==> src/hw/rtl/qdel_pkg.sv <==
// qdel_pkg: shared types, constants and the transition table
// for the quadrature decoder with event log; no dependencies
package qdel_pkg;

    localparam int EVENT_SLOTS = 8;
    localparam int COUNT_WIDTH = 32;
    localparam int SLOT_IDX_W  = (EVENT_SLOTS > 1) ? $clog2(EVENT_SLOTS) : 1;
    localparam int FILL_W      = $clog2(EVENT_SLOTS + 1);

    // register indexes on the apb port
    localparam logic [1:0] REG_MODE = 2'd0;
    localparam logic [1:0] REG_CMIN = 2'd1;
    localparam logic [1:0] REG_CMAX = 2'd2;

    // input commands
    localparam logic CMD_SAMPLE = 1'b0;
    localparam logic CMD_POLL   = 1'b1;

    // resolution selector codes
    localparam logic [1:0] RES_X1 = 2'd0;
    localparam logic [1:0] RES_X2 = 2'd1;
    localparam logic [1:0] RES_X4 = 2'd2;

    // table entry fields
    localparam logic [15:0] PHASE_MASK = 16'h001C;
    localparam logic [15:0] INC_BITS   = 16'h0700;
    localparam logic [15:0] DEC_BITS   = 16'h7000;
    localparam logic [15:0] INC1       = 16'h0100;
    localparam logic [15:0] INC2       = 16'h0300;
    localparam logic [15:0] INC4       = 16'h0700;
    localparam logic [15:0] DEC1       = 16'h1000;
    localparam logic [15:0] DEC2       = 16'h3000;
    localparam logic [15:0] DEC4       = 16'h7000;
    localparam logic [15:0] CW         = 16'h0010;
    localparam logic [15:0] S1         = 16'h0004;
    localparam logic [15:0] S2         = 16'h0008;
    localparam logic [15:0] S3         = 16'h000C;

    localparam logic [15:0] TRANS_TABLE [32] = '{
        16'h0000,       CW | S1 | INC1, 16'h0000,       S3 | DEC4,
        S1,             S1,             DEC1,           CW | S2 | INC4,
        S1 | DEC2,      S2,             CW | S3 | INC1, S2,
        CW | INC2,      S2 | DEC1,      S3,             S3,
        CW,             CW | S1 | INC1, CW,             S3 | DEC4,
        CW | S1,        CW | S1,        DEC1,           CW | S2 | INC4,
        S1 | DEC2,      CW | S2,        CW | S3 | INC1, CW | S2,
        CW | INC2,      S2 | DEC1,      CW | S3,        CW | S3
    };

    typedef enum logic [1:0] {
        ST_IDLE,
        ST_EXEC,
        ST_LOAD,
        ST_OUT
    } t_state;

    typedef struct packed {
        logic in_load;
        logic sample_exec;
        logic poll_exec;
        logic load_slot;
        logic drain_next;
        logic drain_done;
    } t_dp_cmd;

    typedef struct packed {
        logic is_poll;
        logic out_last;
    } t_dp_status;

endpackage

==> src/hw/rtl/qdel_ctrl.sv <==
// qdel_ctrl: sequencer for sample, poll and log drain
// depends on qdel_pkg
module qdel_ctrl import qdel_pkg::*; (
    input  logic       i_clk,
    input  logic       i_rst_n,
    input  logic       i_valid,
    output logic       o_stall,
    output logic       o_valid,
    input  logic       i_stall,
    input  t_dp_status i_status,
    output t_dp_cmd    o_cmd
);

    t_state r_state;
    t_state n_state;

    always_ff @(posedge i_clk) begin
        if (!i_rst_n) begin
            r_state <= ST_IDLE;
        end else begin
            r_state <= n_state;
        end
    end

    always_comb begin
        n_state = r_state;
        o_cmd   = '0;
        o_stall = 1'b1;
        o_valid = 1'b0;
        unique case (r_state)
            ST_IDLE: begin
                o_stall = 1'b0;
                if (i_valid) begin
                    o_cmd.in_load = 1'b1;
                    n_state       = ST_EXEC;
                end
            end
            ST_EXEC: begin
                if (i_status.is_poll) begin
                    o_cmd.poll_exec = 1'b1;
                    n_state         = ST_LOAD;
                end else begin
                    o_cmd.sample_exec = 1'b1;
                    n_state           = ST_OUT;
                end
            end
            ST_LOAD: begin
                o_cmd.load_slot = 1'b1;
                n_state         = ST_OUT;
            end
            ST_OUT: begin
                o_valid = 1'b1;
                if (!i_stall) begin
                    if (i_status.is_poll && !i_status.out_last) begin
                        o_cmd.drain_next = 1'b1;
                        n_state          = ST_LOAD;
                    end else begin
                        o_cmd.drain_done = i_status.is_poll;
                        n_state          = ST_IDLE;
                    end
                end
            end
            default: n_state = ST_IDLE;
        endcase
    end

endmodule

==> src/hw/rtl/qdel_dp.sv <==
// qdel_dp: phase state, counter, run-length log, config registers, output beat
// depends on qdel_pkg
module qdel_dp import qdel_pkg::*; (
    input  logic                          i_clk,
    input  logic                          i_rst_n,
    input  t_dp_cmd                       i_cmd,
    output t_dp_status                    o_status,
    input  logic                          i_cmd_in,
    input  logic                          i_pin_a,
    input  logic                          i_pin_b,
    input  logic                          i_index_pin,
    input  logic                          i_cfg_we,
    input  logic [1:0]                    i_cfg_idx,
    input  logic [31:0]                   i_cfg_data,
    output logic [31:0]                   o_cfg_rdata,
    output logic signed [COUNT_WIDTH-1:0] o_count_value,
    output logic signed [1:0]             o_step_dir,
    output logic signed [7:0]             o_slot_value,
    output logic                          o_log_overflow,
    output logic                          o_last_of_run
);

    logic [1:0]                    r_mode;
    logic signed [COUNT_WIDTH-1:0] r_cmin;
    logic signed [COUNT_WIDTH-1:0] r_cmax;
    logic [4:0]                    r_phase;
    logic signed [COUNT_WIDTH-1:0] r_count;
    logic signed [7:0]             r_slots [EVENT_SLOTS];
    logic signed [7:0]             r_tail;
    logic [FILL_W-1:0]             r_fill;
    logic                          r_ovf;
    logic                          r_first;
    logic                          r_in_cmd;
    logic                          r_in_a;
    logic                          r_in_b;
    logic                          r_in_index;
    logic [SLOT_IDX_W-1:0]         r_ptr;
    logic                          r_poll_ovf;

    logic [4:0]                    idx;
    logic [15:0]                   entry;
    logic [15:0]                   res_mask;
    logic [15:0]                   sel;
    logic                          inc;
    logic                          dec;
    logic signed [COUNT_WIDTH-1:0] n_count;
    logic signed [1:0]             dir;
    logic signed [7:0]             dir8;
    logic                          open_new;
    logic                          ptr_last;

    // transition lookup and resolution masking
    always_comb begin
        idx   = {r_phase[4:2], r_in_b, r_in_a};
        entry = TRANS_TABLE[idx];
        priority if (r_mode == RES_X1) begin
            res_mask = INC1 | DEC1;
        end else if (r_mode == RES_X2) begin
            res_mask = INC2 | DEC2;
        end else begin
            res_mask = INC4 | DEC4;
        end
        sel = entry & res_mask;
        inc = |(sel & INC_BITS);
        dec = |(sel & DEC_BITS);
    end

    // saturating counter step
    always_comb begin
        n_count = r_count;
        dir     = 2'sd0;
        if (dec) begin
            dir = -2'sd1;
            if (r_count > r_cmin) begin
                n_count = r_count - COUNT_WIDTH'(1);
            end
        end else if (inc) begin
            dir = 2'sd1;
            if (r_count < r_cmax) begin
                n_count = r_count + COUNT_WIDTH'(1);
            end
        end
        dir8     = 8'(dir);
        open_new = (r_fill == '0) || (r_tail[7] != dec)
                   || (r_tail == -8'sd128) || (r_tail == 8'sd127);
    end

    assign ptr_last = (r_fill == '0) || (FILL_W'(r_ptr) == r_fill - FILL_W'(1));

    always_ff @(posedge i_clk) begin
        if (!i_rst_n) begin
            r_mode   <= RES_X4;
            r_cmin   <= {1'b1, {(COUNT_WIDTH-1){1'b0}}};
            r_cmax   <= {1'b0, {(COUNT_WIDTH-1){1'b1}}};
            r_phase  <= '0;
            r_count  <= '0;
            r_fill   <= '0;
            r_ovf    <= 1'b0;
            r_first  <= 1'b1;
            r_in_cmd <= CMD_SAMPLE;
            r_ptr    <= '0;
        end else begin
            if (i_cfg_we) begin
                unique case (i_cfg_idx)
                    REG_MODE: r_mode <= i_cfg_data[1:0];
                    REG_CMIN: r_cmin <= i_cfg_data;
                    REG_CMAX: r_cmax <= i_cfg_data;
                    default:  ;
                endcase
            end
            if (i_cmd.in_load) begin
                r_in_cmd <= i_cmd_in;
            end
            if (i_cmd.sample_exec) begin
                r_count <= n_count;
                r_phase <= entry[4:0];
                r_first <= 1'b0;
                if ((inc || dec) && !r_first) begin
                    if (open_new) begin
                        if (r_fill < FILL_W'(EVENT_SLOTS)) begin
                            r_slots[r_fill[SLOT_IDX_W-1:0]] <= dir8;
                            r_tail                          <= dir8;
                            r_fill                          <= r_fill + FILL_W'(1);
                        end else begin
                            r_ovf <= 1'b1;
                        end
                    end else begin
                        r_slots[r_fill[SLOT_IDX_W-1:0] - SLOT_IDX_W'(1)] <= r_tail + dir8;
                        r_tail <= r_tail + dir8;
                    end
                end
            end
            if (i_cmd.poll_exec) begin
                r_ovf <= 1'b0;
                r_ptr <= '0;
                if (r_in_index) begin
                    r_count <= '0;
                end
            end
            if (i_cmd.drain_next) begin
                r_ptr <= r_ptr + SLOT_IDX_W'(1);
            end
            if (i_cmd.drain_done) begin
                r_fill <= '0;
            end
        end
    end

    // payload registers
    always_ff @(posedge i_clk) begin
        if (i_cmd.in_load) begin
            r_in_a     <= i_pin_a;
            r_in_b     <= i_pin_b;
            r_in_index <= i_index_pin;
        end
        if (i_cmd.poll_exec) begin
            r_poll_ovf <= r_ovf;
        end
        if (i_cmd.sample_exec) begin
            o_count_value  <= n_count;
            o_step_dir     <= dir;
            o_slot_value   <= '0;
            o_log_overflow <= 1'b0;
            o_last_of_run  <= 1'b1;
        end
        if (i_cmd.load_slot) begin
            o_count_value  <= r_count;
            o_step_dir     <= 2'sd0;
            o_slot_value   <= (r_fill == '0) ? 8'sd0 : r_slots[r_ptr];
            o_log_overflow <= r_poll_ovf;
            o_last_of_run  <= ptr_last;
        end
    end

    always_comb begin
        unique case (i_cfg_idx)
            REG_MODE: o_cfg_rdata = {30'd0, r_mode};
            REG_CMIN: o_cfg_rdata = r_cmin;
            REG_CMAX: o_cfg_rdata = r_cmax;
            default:  o_cfg_rdata = '0;
        endcase
    end

    assign o_status.is_poll  = (r_in_cmd == CMD_POLL);
    assign o_status.out_last = o_last_of_run;

endmodule

==> src/hw/rtl/quadrature_decoder_event_log.sv <==
// quadrature_decoder_event_log: x1/x2/x4 quadrature decoder with run-length event log
// depends on qdel_pkg, qdel_ctrl, qdel_dp
//
// usage
//   input channel (i_valid / o_stall): one beat per item; cmd 0 samples pins a and b,
//     cmd 1 polls, applies the index clear and drains the log
//   output channel (o_valid / i_stall): result beats held in an output register;
//     a sample gives one beat, a poll one beat per filled log slot (one zero beat
//     if the log is empty), last_of_run marks the final beat of an item
//   apb port: resolution_mode at 0x0, count_min at 0x4, count_max at 0x8;
//     write only while the block is idle
// timing
//   one item at a time; o_stall is low only while no item is in flight
//   sample: accept, execute, then the result beat
//   poll: accept, execute, then for each result beat a slot read followed by the beat
//   the sequencer in qdel_ctrl sets this step order
// reset
//   synchronous active-low; counter, phase, log and overflow clear, config
//   returns to x4 and full signed range
// stall
//   a stalled result beat holds its payload; no new item is taken until every
//   beat of the current item has gone out
module quadrature_decoder_event_log import qdel_pkg::*; (
    input  logic        i_clk,
    input  logic        i_rst_n,
    // input channel
    input  logic        i_valid,
    output logic        o_stall,
    input  logic        i_cmd,
    input  logic        i_pin_a,
    input  logic        i_pin_b,
    input  logic        i_index_pin,
    // output channel
    output logic        o_valid,
    input  logic        i_stall,
    output logic [31:0] o_count_value,
    output logic [1:0]  o_step_dir,
    output logic [7:0]  o_slot_value,
    output logic        o_log_overflow,
    output logic        o_last_of_run,
    // apb config port
    input  logic        psel,
    input  logic        penable,
    input  logic        pwrite,
    input  logic [3:0]  paddr,
    input  logic [31:0] pwdata,
    output logic [31:0] prdata,
    output logic        pready
);

    t_dp_cmd    dp_cmd;
    t_dp_status dp_status;
    logic       cfg_we;

    // zero-wait apb, write completes on the access cycle
    assign pready = 1'b1;
    assign cfg_we = psel && penable && pwrite;

    // sequencer: handshakes and step order
    qdel_ctrl u_ctrl (
        .i_clk    (i_clk),
        .i_rst_n  (i_rst_n),
        .i_valid  (i_valid),
        .o_stall  (o_stall),
        .o_valid  (o_valid),
        .i_stall  (i_stall),
        .i_status (dp_status),
        .o_cmd    (dp_cmd)
    );

    // datapath: decoder state, counter, log and result register
    qdel_dp u_dp (
        .i_clk          (i_clk),
        .i_rst_n        (i_rst_n),
        .i_cmd          (dp_cmd),
        .o_status       (dp_status),
        .i_cmd_in       (i_cmd),
        .i_pin_a        (i_pin_a),
        .i_pin_b        (i_pin_b),
        .i_index_pin    (i_index_pin),
        .i_cfg_we       (cfg_we),
        .i_cfg_idx      (paddr[3:2]),
        .i_cfg_data     (pwdata),
        .o_cfg_rdata    (prdata),
        .o_count_value  (o_count_value),
        .o_step_dir     (o_step_dir),
        .o_slot_value   (o_slot_value),
        .o_log_overflow (o_log_overflow),
        .o_last_of_run  (o_last_of_run)
    );

endmodule

==> config.mk <==
export PLATFORM = sky130hd
export DESIGN_NAME = quadrature_decoder_event_log
export DESIGN_NICKNAME = d
export VERILOG_FILES = /design/src/hw/rtl/qdel_pkg.sv /design/src/hw/rtl/qdel_ctrl.sv /design/src/hw/rtl/qdel_dp.sv /design/src/hw/rtl/quadrature_decoder_event_log.sv
export SDC_FILE = /design/constraint.sdc
export NUM_CORES = 1
export LEC_CHECK = 0
export BUFFER_PORTS_ARGS = -buffer_cell sky130_fd_sc_hd__buf_2
export CORE_MARGIN = 2
export CORE_UTILIZATION = 25
export DETAILED_ROUTE_END_ITERATION = 10
export HOLD_SLACK_MARGIN = 0.03
export PLACE_DENSITY = 0.4
export RECOVER_POWER = 100
export SYNTH_ARGS = -nofsm -noshare
export SYNTH_HDL_FRONTEND = slang
export SYNTH_HIERARCHICAL = 1
export SYNTH_SLANG_ARGS = --single-unit
==> constraint.sdc <==
create_clock -name i_clk -period 3.05 [get_ports i_clk]
set_input_delay 0.305 -clock i_clk [delete_from_list [all_inputs] [get_ports i_clk]]
set_output_delay 0.305 -clock i_clk [all_outputs]
set_load 0.01 [all_outputs]
==> out/qor.yml <==
post_synth_num_cell_types: 73
initial_core_util: 0.254
synth_top_area_cell: "edfxtp_1"
worst_path_most_repeated_cell: "buf_4"
fillers: 5269
ios: 126
drt_first_iter_violations: 585
drt_wl_total_microns: 42000
gp_congestion: 0.797
hold_slack_ns: 0.0641
fp.dieArea_sq_um: 53000
cts_sinks: 235
synth_sequential_area_ratio: 0.460
ratio_of_total_power_to_cell_area_nw_per_um2: 591
dr_total_vias: 10800
synth_top_cells_by_area: "edfxtp_1 (28%), dfxtp_1 (18%), ha_1 (7.3%)"
clock_network_latency_to_the_later_pin_of_the_worst_skew_pair_ns: 0.57
post_synth_edffs: 118
min-delay-start: "i_cmd"
max_cap_viol_count: 2
die_w_microns: 230
tmin_final_ns: 3.04
timing.clock.skew_ns: 0.00876
syn_inst: 1298
number_of_antenna_violations_at_the_first_check_in_global_routing: 1
critical_path.max_fanout: 6
max-slew-margin-rel: -0.229
rsz_0062_raised_after_global_routing: "true"
grt_pass1_vias: 10700
proportion_of_synthesized_flip_flops_having_asynchronous_set_or_reset: 0
hp-class: "input port to register"
layout_stage_area_growth_over_the_synthesis_result_pct: 31.6
groute.usage.overall: 0.155
row_count: 82
critPathRequiredTime_ns: 3.37
inst_count_dp: 2175
vdd_drop_max_v: 0.000433
timing.critical_path.max_delay_family: "simple AND/OR/NAND/NOR gates"
fin_total_pwr_uw: 9970
critical_path.slowest_cell: "or4_1"
achievable-frequency_mhz: 329
postRouteAntennaNets: 0
num-nets-final: 1701
rr_startpoint: "u_dp/r_cmin[30]"
run_status: "finished with violations"
avgViaCountPerCell: 4.75
dp_hpwl_microns: 30600
num_cts_buffers: 30
violations: "max-capacitance violations, max-slew violations"
path_cells: "inv_1 > ha_1 > nand4_1 > nor4_2 > buf_4 > o41a_1 > buf_4 > nor3_1 > buf_4 > or4_1 > a21oi_1 > xor2_1"
first_pass_iters: 4
grt_start_max_net_pins: 78
sort_of_element_at_the_start_of_the_critical_path: "register"
cts-root-buf: "clkbuf_16"
cts_tree: "built"
worst_path_largest_cell_delay_ns: 0.55
remaining_drc_errors: 0
yosysWarnings: 6
layout_worst_path_cycle_share: 0.998
syn_area_sq_um: 12800
setup_viol_count_final: 0
synth_top_flop_cell: "edfxtp_1"
synthesis.nets: 1421
total_leakage_power_uw: 0.00672
globalRoute.totalOverflow: 0
critPathArrivalTime_ns: 3.36
io_buffer_count: 122
fp.coreArea_sq_um: 50400
transition_time_at_the_pin_with_the_least_slew_margin_ns: 1.84
path_buf_inv: 4
grt_pass1_wl_microns: 63500
post_route_cells_drive_above_1_share: 0.208
synth_top_area_frac: 0.277
netlist_top_cells_count: "nand2_1 (157), edfxtp_1 (118), dfxtp_1 (117)"
cts.htree.levels: 1
critPathKind: "register to register"
worstSetupStartpoint: "u_dp/r_cmin[30]"
drt-wirelength-per-cell_microns: 18.5
clockBufferDepth: 3
timing.critical_path.to_type: "register"
die_h_microns: 230
yosys.cell_count.top_type: "nand2_1"
synth.ff_latch_count: 235
avgSynthCellArea_sq_um: 9.86
clk_pin_slew_worst_paths_ns: 0.06
final_max_slew_viol_count: 64
instances_no_fill: 2274
final-hold-violation-count: 0
## layout make-up
| class | instances | area, sq um | share of cell area |
|---|---|---|---|
| inverter | 85 | 319 | 0.0189 |
| sequential | 235 | 5890 | 0.350 |
| multi-input combinational | 900 | 6610 | 0.392 |
| timing repair buffer | 326 | 2130 | 0.126 |
| tap | 672 | 841 | 0.0499 |
| clock buffer | 37 | 798 | 0.0474 |
| antenna | 1 | 2.50 | 0.000149 |
| clock inverter | 18 | 260 | 0.0154 |
## metrics by stage
step	setup WS, ns	setup TNS [ns]	area, sq um	utilization
after floorplan	0.0485	0	12800	-
after global placement	-0.121	-0.769	15200	0.302
after detailed placement	-0.144	-0.868	15200	0.302
after CTS	-0.0179	-0.0179	16700	0.331
after global routing	-0.154	-2.78	16800	0.334
final	0.00698	0	16800	0.334
## per-layer routing
| layer | up-vias | track usage | share of wire |
|---|---|---|---|
| met5 | - | 0 | 0 |
| met1 | 5245 | 0.184 | 0.42 |
| met2 | 165 | 0.292 | 0.53 |
| met4 | 0 | 0.0353 | 0.020 |
| met3 | 52 | 0.0196 | 0.029 |
| li1 | 5335 | - | - |
## final timing paths
path                            end  slack, ns  cells after the start
min reg2reg         u_dp/r_poll_ovf       0.45                      0
max          u_dp/o_count_value[19]      0.007                     12
min                   u_dp/r_in_cmd       0.06                      3
max reg2reg  u_dp/o_count_value[19]      0.007                     12
## cells by family (layout without fill, tap and decap cells)
group | count (synthesis) | count (layout) | share of synthesized area
multiplexers | 45 | 45 | 0.0509
flip-flops | 235 | 235 | 0.460
XOR/XNOR | 45 | 45 | 0.0308
other | 1 | 2 | 0.000293
adder cells (fa/ha/maj) | 76 | 76 | 0.0749
AND/OR/NAND/NOR | 446 | 446 | 0.177
buffers and inverters | 163 | 466 | 0.0488
AO/OA/AOI/OAI | 287 | 287 | 0.158
## registers in the layout (all words and copies together) (netlist names), 2 cells and up, named ones only
register	cells
u_dp/r_slots	64
u_dp/o_count_value	32
u_dp/r_cmax	32
u_dp/r_cmin	32
u_dp/r_count	32
u_dp/o_slot_value	8
u_dp/r_tail	8
u_dp/r_fill	4
u_dp/r_ptr	3
u_ctrl/r_state	2
u_dp/o_step_dir	2
u_dp/r_mode	2
u_dp/r_phase	2
## report_power, final
group / internal [uW] / total [uW] / switching [uW]
clock: 2430 / 3830 / 1400
combinational: 1020 / 2390 / 1370
sequential: 3610 / 3740 / 135
## layout by cell type (no fill, tap or decap), drive strengths merged, types with 36 or more instances in the layout
cell type / Yosys / final
a21boi: 37 / 37
inv: 84 / 84
clkbuf: 69 / 127
nand2: 157 / 157
o211ai: 36 / 36
buf: 9 / 201
edfxtp: 118 / 118
nor2: 65 / 65
ha: 75 / 75
a21oi: 64 / 64
dfxtp: 117 / 117
## worst reg2reg max path, cell delays in order, from the launching register on
cell     delay, ns
dfxtp_1       0.35
inv_1         0.07
ha_1          0.31
nand4_1       0.17
nor4_2        0.33
buf_4         0.17
o41a_1        0.25
buf_4         0.15
nor3_1        0.04
buf_4         0.16
or4_1         0.55
a21oi_1       0.17
xor2_1        0.08
## what timing repair did
| item | in CTS | in global routing |
|---|---|---|
| setup endpoints to repair | 21 | 149 |
| setup buffers | 1 | 7 |
| resized for setup | 15 | 62 |
| endpoints found under the hold margin | 68 | 0 |
| pin swaps | 6 | 22 |
| hold buffers | 35 | 0 |
No activity file was read; power rests on OpenSTA's default activity.
